<file path="src/rtl/lsi_pkg.sv">
// ============================================================================
// Lattice smootherstep interpolator package
// Shared codes, field widths and fixed-point constants of the interpolator.
// ============================================================================
package lsi_pkg;

  // Item kinds carried in the slave-side tuser bit.
  typedef enum logic {
    OP_WRITE = 1'b0,
    OP_QUERY = 1'b1
  } op_e;

  // Field widths of the stream items and the spacing register.
  localparam int unsigned POS_W       = 6;
  localparam int unsigned SPACING_W   = 6;
  localparam int unsigned HIN_W       = 12;
  localparam int unsigned HOUT_W      = 12;
  localparam int unsigned IN_TDATA_W  = 24;
  localparam int unsigned OUT_TDATA_W = 16;

  // Reset value of the corner spacing.
  localparam logic [SPACING_W-1:0] SPACING_RST = 6'd5;

  // Unsigned Q0.16 fractions and Q1.16 fade weights.
  localparam int unsigned FRAC_W = 16;
  localparam int unsigned WGT_W  = FRAC_W + 1;
  localparam logic [WGT_W-1:0] ONE_Q16 = 17'h10000;

  // Coefficients of the quintic fade 6t^5 - 15t^4 + 10t^3.
  localparam int unsigned FADE_K5 = 6;
  localparam int unsigned FADE_K4 = 15;
  localparam int unsigned FADE_K3 = 10;

endpackage

</file>
<file path="src/rtl/lsi_frac.sv">
// ============================================================================
// Fraction divider
// Two-stage restoring divider that turns an in-cell offset into the Q0.16
// fraction floor(offset * 2^16 / spacing), eight quotient bits per stage.
// ============================================================================
module lsi_frac
  import lsi_pkg::*;
(
  input  logic              clk_i,
  input  logic [1:0]        en_i,    // load enables of the two stages
  input  logic [POS_W-1:0]  rem_i,   // offset in the cell, below the spacing
  input  logic [POS_W-1:0]  div_i,   // spacing, never zero
  output logic [FRAC_W-1:0] frac_o
);

  localparam int unsigned HALF_W = FRAC_W / 2;

  // One restoring step: the top bit is the quotient bit, the rest the remainder.
  function automatic logic [POS_W:0] div_step(input logic [POS_W-1:0] rem,
                                              input logic [POS_W-1:0] dv);
    logic [POS_W:0] dbl;
    logic [POS_W:0] res;
    dbl = {rem, 1'b0};
    if (dbl >= {1'b0, dv}) begin
      res = {1'b1, POS_W'(dbl - {1'b0, dv})};
    end else begin
      res = {1'b0, dbl[POS_W-1:0]};
    end
    return res;
  endfunction

  logic [POS_W-1:0]  rem_a_d, rem_a_q;
  logic [HALF_W-1:0] quo_a_d, quo_a_q;
  logic [HALF_W-1:0] quo_b;
  logic [FRAC_W-1:0] frac_d, frac_q;

  // Upper eight quotient bits.
  always_comb begin
    logic [POS_W:0]   st;
    logic [POS_W-1:0] r;
    r       = rem_i;
    quo_a_d = '0;
    for (int i = 0; i < HALF_W; i++) begin
      st                   = div_step(r, div_i);
      quo_a_d[HALF_W-1-i]  = st[POS_W];
      r                    = st[POS_W-1:0];
    end
    rem_a_d = r;
  end

  // Lower eight quotient bits.
  always_comb begin
    logic [POS_W:0]   st;
    logic [POS_W-1:0] r;
    r     = rem_a_q;
    quo_b = '0;
    for (int i = 0; i < HALF_W; i++) begin
      st                 = div_step(r, div_i);
      quo_b[HALF_W-1-i]  = st[POS_W];
      r                  = st[POS_W-1:0];
    end
    frac_d = {quo_a_q, quo_b};
  end

  always_ff @(posedge clk_i) begin
    if (en_i[0]) begin
      rem_a_q <= rem_a_d;
      quo_a_q <= quo_a_d;
    end
    if (en_i[1]) begin
      frac_q <= frac_d;
    end
  end

  assign frac_o = frac_q;

endmodule

</file>
<file path="config.mk">
export PLATFORM = sky130hd
export DESIGN_NAME = lsi_frac
export DESIGN_NICKNAME = d
export VERILOG_FILES = /design/src/rtl/lsi_pkg.sv /design/src/rtl/lsi_frac.sv
export SDC_FILE = /design/constraint.sdc
export NUM_CORES = 1
export LEC_CHECK = 0
export ABC_CLOCK_PERIOD_IN_PS = 22400
export BUFFER_PORTS_ARGS = -buffer_cell sky130_fd_sc_hd__buf_2
export CORE_ASPECT_RATIO = 1.75
export CORE_UTILIZATION = 45
export CTS_CLUSTER_SIZE = 16
export DETAILED_ROUTE_END_ITERATION = 12
export HOLD_SLACK_MARGIN = 0.03
export PLACE_DENSITY = 0.66
export REMOVE_ABC_BUFFERS = 1
export SKIP_CTS_REPAIR_TIMING = 1
export SLEW_MARGIN = 15
export SYNTH_ARGS = -nofsm -noshare
export SYNTH_HDL_FRONTEND = slang
export SYNTH_SLANG_ARGS = --single-unit
</file>
<file path="constraint.sdc">
create_clock -name clk_i -period 22.4 [get_ports clk_i]
set_clock_uncertainty 0.2 [all_clocks]
set_input_delay 2.24 -clock clk_i [delete_from_list [all_inputs] [get_ports clk_i]]
set_output_delay 2.24 -clock clk_i [all_outputs]
set_load 0.1 [all_outputs]
</file>
==> reports/qor.yml <==
floorplan:
  fp.dieH_um: 151
  rows: 54
  design.core.area_um2: 12400
  start_util_pct: 45.8
  dieArea_um2: 13100
  ios: 31
  dieWidth_um: 87.0
min_path:
  hp-class: "flop to flop"
status:
  violations: "DRC"
  status: "finished with violations"
flow_run:
  max_cap_violations: 0
critical_path:
  crit_path_max_fanout: 44
  crit_required_ps: 22230
  max_stage_delay_ps: 610
  start_kind: "input port"
  cp-end-kind: "flop"
  crit_top_cell: "a21o_1"
  arrival_ps: 18860
  critPathSlowestCell: "mux2i_2"
  worst-setup-path-type: "input port to flop"
routing:
  wl_mm: 15.8
  drt_iter0_markers: 169
  avgRoutedWirePerCell_um: 17.9
  vias: 5342
  drc: 1
  dr.pass1.iters: 9
  via_per_inst: 6.04
  drtAntennaViolNets: 0
grt:
  grt_max_degree: 45
  grt_pass1_wl_mm: 25.9
  busiest_layer: "met2"
  grt_util_met3_pct: 2.07
  grtUsageMet1_pct: 24.8
  grt_overflow: 0
  gr-usage-all-layers_pct: 25.0
  antenna_found_initial: 0
  grt_pass1_vias: 5601
  met2_usage_pct: 48.6
synthesis:
  synth_area_um2: 5690
  synth_ff_type: "edfxtp_1"
  synthTopCellsByArea: "ha_1, edfxtp_1, xnor2_1"
  synth.top_cell.area_share_pct: 18.0
  syn-instance-count: 684
  synth_most_common_cell: "ha_1"
  synth_warnings: 0
  synth_edf_count: 30
  synth_common_cells: "ha_1, nor2_1, a21oi_1"
  ys_types: 79
  ys_seq_elements: 30
  ys_async_sr_fraction_pct: 0
  synth_top_cell_by_area: "ha_1"
  syn_avg_cell_area_um2: 8.32
  yosysSeqAreaShare_pct: 15.8
clock_tree:
  htreeDepth: 2
  cts.clk_slew.worst_paths_ps: 50
  cts_root_buffer: "clkbuf_16"
  numCtsBuffers: 5
  cts_buffer_depth: 2
  cts.sink_count: 30
  clk_latency_ps: 270
  tritoncts: "done"
final_layout:
  final_area_um2: 6200
  multi_input_area_um2: 4620
  syn2layout_area_growth_pct: 8.86
  n_antenna_cell: 0
  nets: 814
  post_layout_nonfiller_instances: 884
  nFillCells: 1230
  drive_gt1_share_pct: 13.3
  ff_latch_area_um2: 901
timing:
  max_clock_freq_mhz: 52.5
  final_hold_viol_count: 0
  worst_pin_slew_ps: 942
  rsz0062_at_grt: "no"
  period_needed_ps: 19030
  drv_slew: 0
  slew_headroom_pct: 36.2
  fin_crit_sh_pct: 85.0
  setup_viol_count_final: 0
  final.setup.tns_ps: 0
placement:
  io_buffer_count: 30
  hpwl_mm: 12.4
  routabilityCongestion: 0.946
  place_inst: 876
  place_area_um2: 6060
metal layers:
metal | share of wire, % | wire, µm
met4 | 5.9 | 937
met3 | 2.9 | 460
met2 | 53 | 8360
met1 | 38 | 6040
met5 | 0 | 0
final timing paths:
| path | startpoint | end | slack [ps] | cells after the start |
|---|---|---|---|---|
| worst max-delay path | div_i[0] | rem_a_q[3] | 3370 | 74 |
| worst max register to register | rem_a_q[0] | frac_o[0] | 6020 | 65 |
| worst min register to register | quo_a_q[6] | frac_o[14] | 220 | 0 |
| worst min-delay path | quo_a_q[6] | frac_o[14] | 220 | 0 |
cell type report:
cell class | instances | share of cell area, %
multi-input cells | 607 | 74.5
flip-flops and latches | 30 | 14.5
repair buffers | 38 | 3.39
well taps | 168 | 3.39
clock buffers | 6 | 2.08
inverters | 33 | 2.00
clock inverters | 2 | 0.141
kinds of logic after synthesis:
logic type | count (synthesis) | share of synthesized area, %
AOI/OAI and AO/OA | 242 | 29.8
and+or+nand+nor | 195 | 17.7
muxes | 36 | 7.08
xor gates and xnor gates | 50 | 7.69
buffers and inverters | 47 | 3.16
DFF | 30 | 15.8
adders and majority gates | 84 | 18.7
state kept, by name, indices dropped and copies added, names as in the netlist:
register	flops
frac_o	16
quo_a_q	8
rem_a_q	6
through the flow:
step | utilization, % | hold WS [ps] | setup slack (ps)
2_1_floorplan | - | 200 | 5560
6_report | 49.9 | 215 | 3370
3_3_place_gp | 48.8 | 201 | 3890
3_5_place_dp | 48.8 | 205 | 3230
5_1_grt | 49.9 | 225 | 1950
4_1_cts | 49.9 | 215 | 3500
worst max-delay path, delay by kind of cell:
family | cells | cell delay [ps]
xor+xnor | 1 | 250
compound gates | 34 | 6620
simple gates | 20 | 3930
buf+inv | 5 | 1120
mux | 6 | 2160
fa+ha+maj | 8 | 2440
cells in the final DEF, fill, tap and decap left out, drive strengths merged, types with 7 or more instances in the layout:
master	count
a211oi	7
a21o	30
a21oi	54
and2	11
buf	38
edfxtp	30
ha	82
inv	33
mux2	18
mux2i	18
nand2	30
nand2b	21
nor2	59
nor2b	20
nor3	17
o21a	21
o21ai	48
o31ai	7
xnor2	35
xor2	15
Power is left out: the tool's default activity adds up to more than one toggle a clock period on the data nets, which glitch-free logic cannot reach.
