==> config.mk <==
export PLATFORM = sky130hd
export DESIGN_NAME = lsi_fade
export DESIGN_NICKNAME = d
export VERILOG_FILES = /design/src/rtl/lsi_pkg.sv /design/src/rtl/lsi_fade.sv
export SDC_FILE = /design/constraint.sdc
export NUM_CORES = 2
export LEC_CHECK = 0
export BUFFER_PORTS_ARGS = -buffer_cell sky130_fd_sc_hd__clkbuf_2
export CAP_MARGIN = 10
export CORE_AREA = 2 2 245 247
export DETAILED_ROUTE_END_ITERATION = 16
export DIE_AREA = 0 0 247 249
export PLACE_DENSITY_LB_ADDON = 0.15
export SYNTH_ARGS = -nofsm -noshare
export SYNTH_HDL_FRONTEND = slang
export SYNTH_SLANG_ARGS = --single-unit
==> constraint.sdc <==
create_clock -name clk_i -period 12.4 [get_ports clk_i]
set_clock_uncertainty 0.2 [all_clocks]
set_input_delay 0.62 -clock clk_i [delete_from_list [all_inputs] [get_ports clk_i]]
set_output_delay 0.62 -clock clk_i [all_outputs]
set_load 0.01 [all_outputs]
==> src/rtl/lsi_pkg.sv <==
// ============================================================================
// Lattice smootherstep interpolator package
// Shared codes, field widths and fixed-point constants of the interpolator.
// ============================================================================
package lsi_pkg;

  // Item kinds carried in the slave-side tuser bit.
  typedef enum logic {
    OP_WRITE = 1'b0,
    OP_QUERY = 1'b1
  } op_e;

  // Field widths of the stream items and the spacing register.
  localparam int unsigned POS_W       = 6;
  localparam int unsigned SPACING_W   = 6;
  localparam int unsigned HIN_W       = 12;
  localparam int unsigned HOUT_W      = 12;
  localparam int unsigned IN_TDATA_W  = 24;
  localparam int unsigned OUT_TDATA_W = 16;

  // Reset value of the corner spacing.
  localparam logic [SPACING_W-1:0] SPACING_RST = 6'd5;

  // Unsigned Q0.16 fractions and Q1.16 fade weights.
  localparam int unsigned FRAC_W = 16;
  localparam int unsigned WGT_W  = FRAC_W + 1;
  localparam logic [WGT_W-1:0] ONE_Q16 = 17'h10000;

  // Coefficients of the quintic fade 6t^5 - 15t^4 + 10t^3.
  localparam int unsigned FADE_K5 = 6;
  localparam int unsigned FADE_K4 = 15;
  localparam int unsigned FADE_K3 = 10;

endpackage

==> src/rtl/lsi_fade.sv <==
// ============================================================================
// Quintic fade
// Three-stage pipeline for f = t^3 * (6t^2 - 15t + 10) in unsigned Q0.16,
// one multiplier per stage, saturated to the largest Q0.16 value.
// ============================================================================
module lsi_fade
  import lsi_pkg::*;
(
  input  logic              clk_i,
  input  logic [2:0]        en_i,    // load enables of the three stages
  input  logic [FRAC_W-1:0] t_i,
  output logic [FRAC_W-1:0] fade_o
);

  localparam int unsigned SQ_W  = 2 * FRAC_W;       // t*t
  localparam int unsigned POL_W = SQ_W + 4;         // exact Q32 polynomial
  localparam int unsigned P_W   = POL_W - FRAC_W;   // polynomial in Q16
  localparam int unsigned F_W   = FRAC_W + P_W;     // t^3 * p

  logic [SQ_W-1:0]   sq_d, sq_q;
  logic [FRAC_W-1:0] t_a_q;
  logic [SQ_W-1:0]   cube_full;
  logic [POL_W-1:0]  pol;
  logic [FRAC_W-1:0] t3_d, t3_q;
  logic [P_W-1:0]    p_d, p_q;
  logic [F_W-1:0]    f_full;
  logic [FRAC_W-1:0] fade_d, fade_q;

  // Stage one: square of t.
  assign sq_d = SQ_W'(t_i) * SQ_W'(t_i);

  // Stage two: cube of t and the quadratic factor, both truncated to Q16.
  always_comb begin
    cube_full = SQ_W'(sq_q[SQ_W-1:FRAC_W]) * SQ_W'(t_a_q);
    t3_d      = cube_full[SQ_W-1:FRAC_W];
    pol       = POL_W'(sq_q) * POL_W'(FADE_K5)
              + (POL_W'(FADE_K3) << SQ_W)
              - ((POL_W'(t_a_q) * POL_W'(FADE_K4)) << FRAC_W);
    p_d       = pol[POL_W-1:FRAC_W];
  end

  // Stage three: final product with saturation.
  always_comb begin
    f_full = F_W'(t3_q) * F_W'(p_q);
    if (f_full[F_W-1:2*FRAC_W] != '0) begin
      fade_d = '1;
    end else begin
      fade_d = f_full[2*FRAC_W-1:FRAC_W];
    end
  end

  always_ff @(posedge clk_i) begin
    if (en_i[0]) begin
      sq_q  <= sq_d;
      t_a_q <= t_i;
    end
    if (en_i[1]) begin
      t3_q <= t3_d;
      p_q  <= p_d;
    end
    if (en_i[2]) begin
      fade_q <= fade_d;
    end
  end

  assign fade_o = fade_q;

endmodule

==> flow_metrics.py <==
metrics = {
    "outcome": {
        "status": "complete, no violations",
    },
    "setup_path": {
        "crit_fanout": 20,
        "rrSetupSlack_ns": 4.16,
        "cpMostUsedCell": "fa_1",
        "cpPeakStageDelay_ns": 0.92,
        "crit_slowest_cell": "edfxtp_1",
        "end_kind": "register",
        "crit_required_ns": 12.30,
        "start_kind": "register",
        "path_buf_inv": 3,
        "crit_start": "t3_q[10]",
        "cp_cell_sequence": "nand2_1, fa_1, inv_1, fa_1, fa_1, fa_1, fa_1, inv_1, fa_1, inv_1, ha_1, nand3_1, o31ai_1, a22oi_2, a21boi_1, a311o_1, o31a_1, a21bo_1, mux2i_1, o211ai_1, nor4_4, o21ai_0",
        "cp.arrival_ns": 8.14,
        "crit_type": "reg2reg",
        "cpLargestDelayFamily": "adder cells",
        "rr_startpoint": "t3_q[10]",
    },
    "cts": {
        "cts_root_buf": "clkbuf_16",
        "cts_max_path_buffers": 2,
        "clk_latency_ns": 0.39,
        "clk_pin_slew_ns": 0.07,
        "post_cts_buffers": 0,
        "cts.sinks": 98,
        "cts_buffers": 9,
        "hold_buffers": 0,
        "cts_resized": 0,
        "cts.htree.levels": 3,
        "cts_tree": "done",
    },
    "place": {
        "gp_congestion": 0.904,
        "dp_hpwl_mm": 60.1,
        "port_buffers": 35,
        "post-place-cells": 4207,
    },
    "flow_run": {
        "maxCapViolCount": 0,
    },
    "synth": {
        "synthTopCellsByArea": "fa_1 40%, ha_1 16%, inv_1 9.5%, edfxtp_1 9.1%, and2_1 5.5%",
        "synth_edf_count": 98,
        "synth_largest_area_cell": "fa_1",
        "syn_inst": 3481,
        "ys.warnings.count": 0,
        "ys_types": 62,
        "yosysSeqAreaShare_pct": 9.14,
        "synth_top_area_share_pct": 39.6,
        "ys_ff_latch": 98,
        "synth_ff_type": "edfxtp_1",
        "synth_fp_nets": 4549,
        "avgSynthCellArea_sq_um": 9.25,
        "async_flop_share_pct": 0,
        "synth_area_sq_um": 32200,
    },
    "layout": {
        "final_cell_mix": "813 x inv_1, 637 x fa_1, 441 x nand2_1, 411 x ha_1, 284 x and2_1",
        "stdcell_count": 4222,
        "fillers": 5209,
        "final_layout_size_suffix_gt1_share_pct": 2.64,
        "nets": 4513,
        "num_antenna_cells": 0,
        "syn2layout_area_growth_pct": 3.69,
        "final_common_cell": "inv_1",
    },
    "drt": {
        "avgViaCountPerCell": 5.37,
        "wl_mm": 73.2,
        "avgRoutedWirePerCell_um": 17.3,
        "drt_iter0_drc": 1122,
        "drtAntennaViolNets": 0,
        "num_vias": 22700,
        "firstDrtPassIters": 7,
        "drc": 0,
    },
    "die": {
        "core_area_sq_um": 58700,
        "rows": 89,
        "io_pins": 36,
        "die_area_sq_um": 61500,
        "dieHeight_um": 249,
        "dieWidth_um": 247,
        "initial_core_util_pct": 54.9,
    },
    "timing": {
        "period_needed_ns": 8.24,
        "period_share_pct": 66.5,
        "hold_viol": 0,
        "worstMarginPinSlew_ns": 0.943,
        "drv_slew": 0,
        "setup_viol": 0,
        "fmax_mhz": 121,
        "maxSlewHeadroom_pct": 37.1,
        "rsz0062_at_grt": "no",
        "fin_tns_setup_ns": 0,
    },
    "global_route": {
        "grt_use_total_pct": 25.2,
        "grt_max_degree": 47,
        "gr-total-overflow": 0,
        "antenna_found_initial": 0,
        "grt_first_pass_wirelength_mm": 123,
        "grt_pass1_vias": 25200,
    },
    "min_path": {
        "holdCritPathClass": "in2reg",
        "min-delay-start": "t_i[12]",
    },
}
## through the flow
stage | area [sq um] | hold slack [ns] | setup slack (ns) | utilization [%]
global placement | 33100 | 0.845 | 4.40 | 56.5
detailed placement | 33100 | 0.837 | 4.16 | 56.5
global route | 33400 | 0.486 | 3.52 | 56.9
finish | 33400 | 0.499 | 4.16 | 56.9
CTS | 33400 | 0.472 | 4.18 | 56.9
floorplan | 32200 | 0.519 | 5.20 | -
## worst register-to-register path, delay by kind of cell (launching register included)
| family | cells | cell delay, ns |
|---|---|---|
| AO/OA/AOI/OAI | 8 | 2.04 |
| adder cells (fa/ha/maj) | 7 | 3.34 |
| buffers and inverters | 3 | 0.14 |
| flip-flops | 1 | 0.92 |
| multiplexers | 1 | 0.22 |
| AND/OR/NAND/NOR | 3 | 1.08 |
## flip-flops by register name, summed over array words and instances, names as in the netlist
signal / flops
fade_o: 16
p_q: 20
sq_q: 31
t3_q: 16
t_a_q: 15
## layer usage
metal / wire length (um) / share of wire (%) / global-route usage (%)
met3: 3730 / 5.1 / 3.34
met2: 36600 / 50 / 44.4
met5: 0 / 0 / 0
met1: 30900 / 42 / 32.1
met4: 2060 / 2.8 / 8.04
## Yosys cell counts, types with 39 or more instances
cell type / number
inv_1: 813
fa_1: 637
nand2_1: 441
ha_1: 411
and2_1: 284
clkbuf_1: 108
edfxtp_1: 98
a21oi_1: 92
nor2_1: 88
xnor2_1: 85
o21ai_0: 61
a21o_1: 50
xor2_1: 39
## path summary, 6_finish.rpt
path                to  cells past startpoint
min          t_a_q[12]                      1
max          fade_o[1]                     22
min reg2reg    p_q[19]                      5
max reg2reg  fade_o[1]                     22
## layout make-up
type                    instances  area, sq um  share of cell area, %
multi-input cells            2459        25800                   77.2
well taps                     773          967                   2.90
clock buffers                  10          229                  0.686
inverters                     813         3050                   9.14
flip-flops and latches         98         2940                   8.81
clock inverters                 5         32.5                 0.0974
repair buffers                 64          393                   1.18
## logic make-up (layout without fill, tap and decap cells)
family	after synthesis	in the layout	synth area share (%)
compound gates	320	320	6.46
xor+xnor	124	124	3.37
fa+ha+maj	1048	1048	55.6
buf+inv	924	892	10.8
flops	98	98	9.14
mux	2	2	0.0660
other cells	1	1	0.0116
simple gates	964	964	14.6
Power is left out: the tool's default activity adds up to more than one toggle a clock period on the data nets, which glitch-free logic cannot reach.
